[src/integer_square_root_top_assert.svh]
// ---------------------------------------------------------------------------
// Integer square root assertion macros
// Concurrent assertion macros, compiled out with NO_ASSERTIONS.
// ---------------------------------------------------------------------------
`ifndef INTEGER_SQUARE_ROOT_TOP_ASSERT_SVH
`define INTEGER_SQUARE_ROOT_TOP_ASSERT_SVH

`ifndef NO_ASSERTIONS

// Checked on every rising clock edge outside of reset.
`define ISQRT_ASSERT(name, prop, msg) \
	name: assert property (@(posedge clk) disable iff (!arst_n) (prop)) else $error(msg);

// Checked on every rising clock edge, reset included.
`define ISQRT_ASSERT_ALWAYS(name, prop, msg) \
	name: assert property (@(posedge clk) (prop)) else $error(msg);

`else

`define ISQRT_ASSERT(name, prop, msg)
`define ISQRT_ASSERT_ALWAYS(name, prop, msg)

`endif

`endif

[src/isqrt_pkg.sv]
// ---------------------------------------------------------------------------
// Integer square root package
// Widths, step count, data types and the root conversion of the block.
// ---------------------------------------------------------------------------
`timescale 1ns / 1ps

package isqrt_pkg;

	localparam int INPUT_WIDTH = 32;
	localparam int ROOT_WIDTH  = 16;

	// Position of the highest even bit below the radicand width.
	localparam int TOP_SHIFT = ((INPUT_WIDTH - 1) / 2) * 2;
	localparam int NUM_STEPS = TOP_SHIFT / 2 + 1;

	typedef logic [INPUT_WIDTH-1:0] word_t;
	typedef logic [ROOT_WIDTH-1:0]  root_t;

	typedef struct packed {
		word_t rem;
		word_t res;
	} step_data_t;

	function automatic root_t to_root(input word_t res);
		logic [ROOT_WIDTH+INPUT_WIDTH-1:0] ext;
		ext = {{ROOT_WIDTH{1'b0}}, res};
		return ext[ROOT_WIDTH-1:0];
	endfunction

endpackage

[src/isqrt_in_if.sv]
// ---------------------------------------------------------------------------
// Integer square root input channel
// Valid/ready channel that carries one radicand per transaction.
// ---------------------------------------------------------------------------
`timescale 1ns / 1ps

interface isqrt_in_if;

	logic                 valid;
	logic                 ready;
	isqrt_pkg::word_t     value;

	modport source (output valid, output value, input ready);
	modport sink   (input valid, input value, output ready);

endinterface

[src/isqrt_out_if.sv]
// ---------------------------------------------------------------------------
// Integer square root output channel
// Valid/ready channel that carries one root per transaction.
// ---------------------------------------------------------------------------
`timescale 1ns / 1ps

interface isqrt_out_if;

	logic                 valid;
	logic                 ready;
	isqrt_pkg::root_t     root;

	modport source (output valid, output root, input ready);
	modport sink   (input valid, input root, output ready);

endinterface

[src/integer_square_root_top.sv]
// ---------------------------------------------------------------------------
// Integer square root
// Pipelined floor square root of an unsigned radicand.
// ---------------------------------------------------------------------------
// The block takes radicands on the radicand channel and returns the floor
// of their square roots on the result channel, one result per transaction,
// in the order the radicands arrived.
// Each pipeline stage runs one restoring step and decides one root bit, so
// a 32-bit radicand passes through 16 stages.
// The result is registered in every stage in turn and is driven onto the
// result channel from the last stage register.
// Throughput is one transaction per cycle while the receiver keeps ready
// high; up to 16 transactions are in flight at once.
// When the receiver holds ready low, the stalled result stays on the output
// and the stages behind it keep filling until every stage holds an item;
// only then does the radicand channel drop ready. Nothing is lost or
// repeated across a stall.
// Reset clears every stage valid bit, so the pipeline comes out of reset
// empty and ready to accept a radicand.
// ---------------------------------------------------------------------------
`timescale 1ns / 1ps

module integer_square_root_top (
	input  logic         clk,
	input  logic         arst_n,
	isqrt_in_if.sink     radicand,
	isqrt_out_if.source  result
);

	`include "integer_square_root_top_assert.svh"

	logic                  valid [0:isqrt_pkg::NUM_STEPS];
	logic                  ready [0:isqrt_pkg::NUM_STEPS];
	isqrt_pkg::step_data_t data  [0:isqrt_pkg::NUM_STEPS];

	assign valid[0]       = radicand.valid;
	assign radicand.ready = ready[0];
	assign data[0].rem    = radicand.value;
	assign data[0].res    = '0;

	for (genvar i = 0; i < isqrt_pkg::NUM_STEPS; i++) begin : g_stage
		localparam isqrt_pkg::word_t StepBit =
			isqrt_pkg::word_t'(1) << (isqrt_pkg::TOP_SHIFT - 2 * i);

		isqrt_stage u_stage (
			.clk      (clk),
			.arst_n   (arst_n),
			.step_bit (StepBit),
			.up_valid (valid[i]),
			.up_ready (ready[i]),
			.up_data  (data[i]),
			.dn_valid (valid[i+1]),
			.dn_ready (ready[i+1]),
			.dn_data  (data[i+1])
		);
	end

	assign result.valid                 = valid[isqrt_pkg::NUM_STEPS];
	assign ready[isqrt_pkg::NUM_STEPS]  = result.ready;
	assign result.root = isqrt_pkg::to_root(data[isqrt_pkg::NUM_STEPS].res);

	// The remainder left after the last step never exceeds twice the root.
	`ISQRT_ASSERT(a_rem_bound, result.valid |-> ({1'b0, data[isqrt_pkg::NUM_STEPS].rem} <= {data[isqrt_pkg::NUM_STEPS].res, 1'b0}), "final remainder exceeds twice the root")

	// Backpressure only reaches the input when the output is stalled.
	`ISQRT_ASSERT(a_stall_source, !radicand.ready |-> (result.valid && !result.ready), "input stalled while output is free")

	// The pipeline is empty while reset is held.
	`ISQRT_ASSERT_ALWAYS(a_reset_empty, !arst_n |-> !result.valid, "result valid during reset")

endmodule

[src/isqrt_stage.sv]
// ---------------------------------------------------------------------------
// Integer square root pipeline stage
// One restoring step that decides one root bit, followed by a stage register.
// ---------------------------------------------------------------------------
`timescale 1ns / 1ps

module isqrt_stage (
	input  logic                    clk,
	input  logic                    arst_n,
	input  isqrt_pkg::word_t        step_bit,
	input  logic                    up_valid,
	output logic                    up_ready,
	input  isqrt_pkg::step_data_t   up_data,
	output logic                    dn_valid,
	input  logic                    dn_ready,
	output isqrt_pkg::step_data_t   dn_data
);

	logic                           valid_s1;
	isqrt_pkg::step_data_t          data_s1;
	isqrt_pkg::step_data_t          nxt;
	logic [isqrt_pkg::INPUT_WIDTH:0] trial;
	logic                           fits;

	always_comb begin
		trial = {1'b0, up_data.res} + {1'b0, step_bit};
		fits  = {1'b0, up_data.rem} >= trial;
		if (fits) begin
			nxt.rem = up_data.rem - trial[isqrt_pkg::INPUT_WIDTH-1:0];
			nxt.res = (up_data.res >> 1) + step_bit;
		end else begin
			nxt.rem = up_data.rem;
			nxt.res = up_data.res >> 1;
		end
	end

	assign up_ready = !valid_s1 || dn_ready;

	always_ff @(posedge clk or negedge arst_n) begin
		if (!arst_n) begin
			valid_s1 <= 1'b0;
		end else if (up_ready) begin
			valid_s1 <= up_valid;
		end
	end

	always_ff @(posedge clk) begin
		if (up_ready && up_valid) begin
			data_s1 <= nxt;
		end
	end

	assign dn_valid = valid_s1;
	assign dn_data  = data_s1;

endmodule

[src/flat_wrapper.sv]
// flat-port wrapper written by rule: the top's interface ports become plain ports
module integer_square_root_top_flat 
  (clk, arst_n, radicand_valid, radicand_value, radicand_ready, result_valid, result_root, result_ready);
  isqrt_in_if radicand_i ();
  isqrt_out_if result_i ();
  input  logic clk;
  input  logic arst_n;
  input wire logic [$bits(radicand_i.valid)-1:0] radicand_valid;
  input wire logic [$bits(radicand_i.value)-1:0] radicand_value;
  output wire logic [$bits(radicand_i.ready)-1:0] radicand_ready;
  output wire logic [$bits(result_i.valid)-1:0] result_valid;
  output wire logic [$bits(result_i.root)-1:0] result_root;
  input wire logic [$bits(result_i.ready)-1:0] result_ready;
  assign radicand_i.valid = radicand_valid;
  assign radicand_i.value = radicand_value;
  assign radicand_ready = radicand_i.ready;
  assign result_valid = result_i.valid;
  assign result_root = result_i.root;
  assign result_i.ready = result_ready;
  integer_square_root_top u_core (.clk(clk), .arst_n(arst_n), .radicand(radicand_i), .result(result_i));
endmodule
[config.mk]
export PLATFORM = sky130hd
export DESIGN_NAME = integer_square_root_top_flat
export DESIGN_NICKNAME = d
export VERILOG_FILES = /design/src/isqrt_pkg.sv /design/src/isqrt_in_if.sv /design/src/isqrt_out_if.sv /design/src/integer_square_root_top.sv /design/src/isqrt_stage.sv /design/src/flat_wrapper.sv
export VERILOG_INCLUDE_DIRS = /design/src /design/src/src
export SDC_FILE = /design/constraint.sdc
export NUM_CORES = 1
export LEC_CHECK = 0
export BUFFER_PORTS_ARGS = -buffer_cell sky130_fd_sc_hd__clkbuf_2
export CAP_MARGIN = 10
export CORE_MARGIN = 10
export CORE_UTILIZATION = 50
export DETAILED_ROUTE_END_ITERATION = 6
export PLACE_DENSITY = 0.68
export SETUP_SLACK_MARGIN = 0.15
export SLEW_MARGIN = 20
export SYNTH_ARGS = -nofsm -noshare
export SYNTH_HDL_FRONTEND = slang
export SYNTH_SLANG_ARGS = --single-unit
[constraint.sdc]
create_clock -name clk -period 4.2 [get_ports clk]
set_input_delay 0.84 -clock clk [delete_from_list [all_inputs] [get_ports clk]]
set_output_delay 0.84 -clock clk [all_outputs]
set_load 0.05 [all_outputs]
Word-level counts from Yosys, hierarchy flattened
Cells that the tools add are included.
{ "word_totals": {"ff_bits": 992, "inputBits": 36} }
{ "op_classes": {"add_sub_neg": 45, "mux": 16, "reduce_logical": 48, "order_cmp": 16} }
{ "ops": {"columns": ["operator", "n"], "rows": [
  ["64-bit 2-to-1 mux", 15],
  ["32-bit by 33-bit greater-or-equal comparator with 1-bit output", 15],
  ["32-bit subtractor", 14],
  ["32-bit by 1-bit adder with 33-bit output (second input constant)", 1],
  ["32-bit by 11-bit adder with 33-bit output (second input constant)", 1],
  ["32-bit by 13-bit adder with 33-bit output (second input constant)", 1],
  ["32-bit by 15-bit adder with 33-bit output (second input constant)", 1],
  ["32-bit by 17-bit adder with 33-bit output (second input constant)", 1],
  ["32-bit by 19-bit adder with 33-bit output (second input constant)", 1],
  ["32-bit by 21-bit adder with 33-bit output (second input constant)", 1],
  ["32-bit by 23-bit adder with 33-bit output (second input constant)", 1],
  ["32-bit by 25-bit adder with 33-bit output (second input constant)", 1],
  ["32-bit by 27-bit adder with 33-bit output (second input constant)", 1],
  ["32-bit by 29-bit adder with 33-bit output (second input constant)", 1],
  ["32-bit by 3-bit adder with 33-bit output (second input constant)", 1],
  ["32-bit by 5-bit adder with 33-bit output (second input constant)", 1],
  ["32-bit by 7-bit adder with 33-bit output (second input constant)", 1],
  ["32-bit by 9-bit adder with 33-bit output (second input constant)", 1],
  ["31-bit by 11-bit adder with 32-bit output (second input constant)", 1],
  ["31-bit by 13-bit adder with 32-bit output (second input constant)", 1],
  ["31-bit by 15-bit adder with 32-bit output (second input constant)", 1],
  ["31-bit by 17-bit adder with 32-bit output (second input constant)", 1],
  ["31-bit by 19-bit adder with 32-bit output (second input constant)", 1],
  ["31-bit by 21-bit adder with 32-bit output (second input constant)", 1],
  ["15 further kinds", 60]
]} }

Longest topological paths before layout
{ "logic_depth": {"depth_word": 18, "ltp_mapped": 12} }

Cells and area by module
From an unflattened synthesis, not the netlist that was laid out.
{ "unflattened": {"cells_unflattened": 13546, "area_unflattened_um2": 122042.0} }
{ "modules_own_cells": {"columns": ["mod", "area_each_um2", "seq_area_each_um2", "cells_per_inst", "n_inst"], "rows": [
  ["isqrt_stage at u_core.g_stage[10].u_stage ...", 7657.3, 1946.9, 853, 8],
  ["isqrt_stage at u_core.g_stage[5].u_stage ...", 7603.5, 1946.9, 861, 4],
  ["isqrt_stage at u_core.g_stage[11].u_stage ...", 7599.8, 1946.9, 774, 2],
  ["isqrt_stage at u_core.g_stage[0].u_stage", 7662.3, 1946.9, 853, 1],
  ["isqrt_stage at u_core.g_stage[9].u_stage", 7499.7, 1946.9, 875, 1],
  ["integer_square_root_top", 7.5, 0.0, 2, 1]
]} }

Worst setup path before layout
OpenSTA, ideal clock, no wires.
{ "synth_path": {"path_type": "input to register", "startpoint": "in result_ready", "endpoint": "reg u_core.g_stage[5].u_stage.data_s1 (netlist bit u_core.g_stage[5].u_stage.dn_data[20]), enable pin", "setup_time_ps": 492, "path_buffers": 0, "path_stages": 7, "slack_ps": -744, "required_time_ps": 3708, "arrival_time_ps": 4452, "cell_sequence": "nor2b_1 nand3_1 nor2_1 and2_1 and3_1 and3_1 a21boi_0"} }
{ "synth_between": {"elab_chain_len": 12} }
{ "synth_lines": {"columns": ["element", "line_no", "source"], "rows": [
  ["start, declared", "flat_wrapper.sv:13", "input wire logic [$bits(result_i.ready)-1:0] result_ready;"],
  ["1-bit logical OR (11 in series)", "isqrt_stage.sv:37", "assign up_ready = !valid_s1 || dn_ready;"],
  ["1-bit logical AND", "isqrt_stage.sv:48", "if (up_ready && up_valid) begin"],
  ["end signal, assigned", "isqrt_stage.sv:49", "data_s1 <= nxt;"],
  ["end, declared", "isqrt_stage.sv:20", "isqrt_pkg::step_data_t data_s1;"]
]} }
Every way passes these cells.
A chain may end at the register's enable or synchronous reset.

Final worst setup path
{ "layout_path": {"startpoint": "reg u_core.g_stage[15].u_stage.valid_s1", "endpoint": "out radicand_ready"} }
{ "layout_between": {"elab_chain_len": 17} }
{ "layout_lines": {"columns": ["element", "line_no", "source"], "rows": [
  ["start, declared", "isqrt_stage.sv:19", "logic valid_s1;"],
  ["start signal, assigned", "isqrt_stage.sv:43", "valid_s1 <= up_valid;"],
  ["1-bit logical NOT", "isqrt_stage.sv:37", null],
  ["1-bit logical OR (16 in series)", "isqrt_stage.sv:37", null],
  ["end, declared", "flat_wrapper.sv:10", "output wire logic [$bits(radicand_i.ready)-1:0] radicand_ready;"]
]} }
Every way passes these cells.

==> impl_metrics.toml <==
[synth]
synth_edf_count = 616
synth_top_family_by_area = "simple AND/OR/NAND/NOR gates"
synthTopCellsByArea = "edfxtp_1, ha_1, xor2_1, xnor2_1, inv_1"
synthXorXnorAreaFrac_pct = 5.57
ys_ff_latch = 632
synthCells = 2270
ys_seq_area_share_pct = 64.0
yosysWarnings = 0
syn-num-nets = 2456
syn_avg_cell_area_sq_um = 13.0
async_flop_share_pct = 2.53
synth_fa_ha_area_share_pct = 6.35
yosys.cell_types.count = 79
synth_top_cell_by_area = "edfxtp_1"
synth_ff_type = "edfxtp_1"
syn_area_sq_um = 29500
synth_compound_area_share_pct = 7.85
synthMuxAreaShare_pct = 1.03
synth.top_cell.area_share_pct = 62.6
yosys.area_share.simple_pct = 12.1

[grt]
grtUsageTotal_pct = 16.1
grt_overflow = 0
antenna_found_initial = 0
grt_start_max_net_pins = 48
grt_pass1_vias = 18000
grt_pass1_wl_um = 91200

[sta]
drv_slew = 0
fin_skew_ns = 0.0478
fmax_mhz = 275
maxSlewHeadroom_pct = 31.1
hold_slack_ns = 0.141
fin_crit_sh_pct = 86.7
setup_viol = 0
hold_viol = 0
worst_pin_slew_ns = 1.03
setup-tns-final_ns = 0
period_needed_ns = 3.64
rsz0062_at_grt = "false"

[place]
place_congestion = 0.877
numPortBuffers = 53
dp_hpwl_um = 43300
place_area_sq_um = 30700

[die]
die_h_um = 263
die_area_sq_um = 69200
core_sq_um = 58800
ioPinCount = 54
die_w_um = 263
start_util_pct = 50.2
floorplan.rows = 89

[cts]
cts_resized = 0
clk_latency_ns = 0.62
clockRootBuffer = "clkbuf_16"
post-cts-setup-buffers = 0
cts.sinks = 632
htree_num_levels = 3
cts_made_buffers = 67
hold_buffers = 0
clkTransAtPathRegs_ns = 0.06
clockBufferDepth = 3
cts_tree = "built"

[power_and_ir_drop]
power_density_nw_per_um2 = 588
power_mw = 19.4
max-vdd-ir-drop_mv = 0.369
p_leak_nw = 12.6

[detailed_routing]
drc_errors = 0
first_pass_iters = 6
vias_per_cell = 5.50
wl_per_cell_um = 17.7
vias = 17500
first_iter_violations = 925
ant_nets = 0
wl_um = 56400

[critical_path]
critPathRequiredTime_ns = 3.36
cp.arrival_ns = 2.80
endpoint_kind = "primary output"
cp-start-kind = "flip-flop"
crit_fanout = 5
crit_type = "reg2out"

[finish]
fin_nets = 2551
diodes = 0
final_area_sq_um = 33000
drive_gt1_share_pct = 8.98
final_util_pct = 56.1
syn_to_final_growth_pct = 11.6

[flow_run]
maxCapViolCount = 0

[worst_hold_path]
hold_path_class = "in2async"

[outcome]
status = "completed"
==> state kept, by name, indices dropped and copies added, names as in the netlist <==
| register | cells |
|---|---|
| u_core.g_stage.u_stage.dn_valid | 16 |
| u_core.g_stage.u_stage.dn_data | 616 |
==> routing by layer <==
layer,track usage (%),vias up,routed length [um]
met5,0,-,0
li1,-,8629,-
met3,2.85,126,1570
met2,31.6,276,31500
met4,6.71,0,2010
met1,16.3,8512,21300
==> cell usage after synthesis (4+ instances only) <==
cell type,instances
nand4b_1,8
inv_1,181
edfxtp_1,616
nand2_1,141
o31ai_1,18
o211ai_1,8
nand2b_1,50
nor4_1,75
dfrtp_1,16
a211oi_1,8
nand3_1,39
a31oi_1,9
nor4b_1,14
or4_1,11
a21boi_0,6
buf_2,6
mux2_1,4
and3_1,10
xor2_1,96
o21a_1,31
nor2_1,112
o21ai_0,85
mux2_2,16
nor2b_1,19
a21oi_1,97
or2_2,12
clkbuf_1,20
a2111oi_0,4
ha_1,150
buf_4,16
nand4_1,27
xnor2_1,92
o21bai_1,7
mux2i_1,8
a21o_1,42
and2_1,15
nor3_1,85
or3_1,23
nor3b_1,6
nand3b_1,5
o21ai_1,26
==> path summary, 6_finish.rpt <==
check                                                       start                                      to  slack, ns  cells past startpoint
hold / removal                                             arst_n     u_core.g_stage[12].u_stage.dn_valid       0.14                      1
min in group clk                                radicand_value[3]   u_core.g_stage[0].u_stage.dn_data[35]       0.41                      1
setup reg to reg           u_core.g_stage[13].u_stage.dn_data[36]  u_core.g_stage[14].u_stage.dn_data[38]       0.74                      8
max in group asynchronous                                  arst_n      u_core.g_stage[6].u_stage.dn_valid       3.76                      1
hold reg to reg             u_core.g_stage[6].u_stage.dn_data[18]   u_core.g_stage[7].u_stage.dn_data[17]       0.44                      0
setup / recovery              u_core.g_stage[15].u_stage.dn_valid                          radicand_ready       0.56                      8
==> critical path, stage by stage (launching register included) <==
cell      delay [ns]
dfrtp_1         0.33
nor2b_1         0.29
nand3_1         0.16
nor2_1          0.29
nand2_1         0.14
nor3_1          0.39
and2_1          0.22
nand3_1         0.11
clkbuf_2        0.25
==> metrics by stage <==
stage | std cells | setup WS, ns
5_1_grt | 3190 | 0.280
4_1_cts | 3189 | 0.521
3_3_place_gp | 3068 | 0.625
6_report | 3190 | 0.557
3_5_place_dp | 3068 | 0.624
2_1_floorplan | 2270 | 0.258
==> cells by family after synthesis <==
group                    Yosys count
AO/OA/AOI/OAI                    371
adder cells (fa/ha/maj)          150
XOR/XNOR                         188
multiplexers                      28
buffers and inverters            229
flip-flops                       632
AND/OR/NAND/NOR                  672
==> report_power, final <==
group          switching [mW]  total (mW)  internal [mW]
clock                    2.44        5.85           3.40
sequential              0.757        9.28           8.53
combinational            2.55        4.26           1.71
==> cell type report <==
cell class | instances | area, sq um
Multi-Input combinational cell | 1409 | 9790
Timing Repair Buffer | 71 | 413
Sequential cell | 632 | 18900
Inverter | 184 | 691
Fill cell | 4658 | 25800
Clock buffer | 85 | 1760
Tap cell | 773 | 967
Clock inverter | 36 | 448
==> cells in the final DEF, fill, tap and decap left out, types with 12 or more instances in the layout <==
| cell | n |
|---|---|
| or2_2 | 12 |
| nand2b_1 | 50 |
| a21o_1 | 42 |
| dfrtp_1 | 16 |
| nor4_1 | 75 |
| xor2_1 | 96 |
| o21ai_1 | 26 |
| or3_1 | 23 |
| nand2_1 | 141 |
| o21ai_0 | 85 |
| a21oi_1 | 97 |
| ha_1 | 150 |
| nor2b_1 | 15 |
| mux2_2 | 16 |
| nor3_1 | 85 |
| buf_4 | 17 |
| nand4_1 | 27 |
| nand3_1 | 39 |
| clkbuf_16 | 67 |
| edfxtp_1 | 616 |
| o31ai_1 | 18 |
| xnor2_1 | 92 |
| nor2_1 | 112 |
| nor4b_1 | 14 |
| inv_1 | 181 |
| clkbuf_1 | 16 |
| clkbuf_2 | 53 |
| o21a_1 | 31 |
Power figures use the tool's default switching activity.
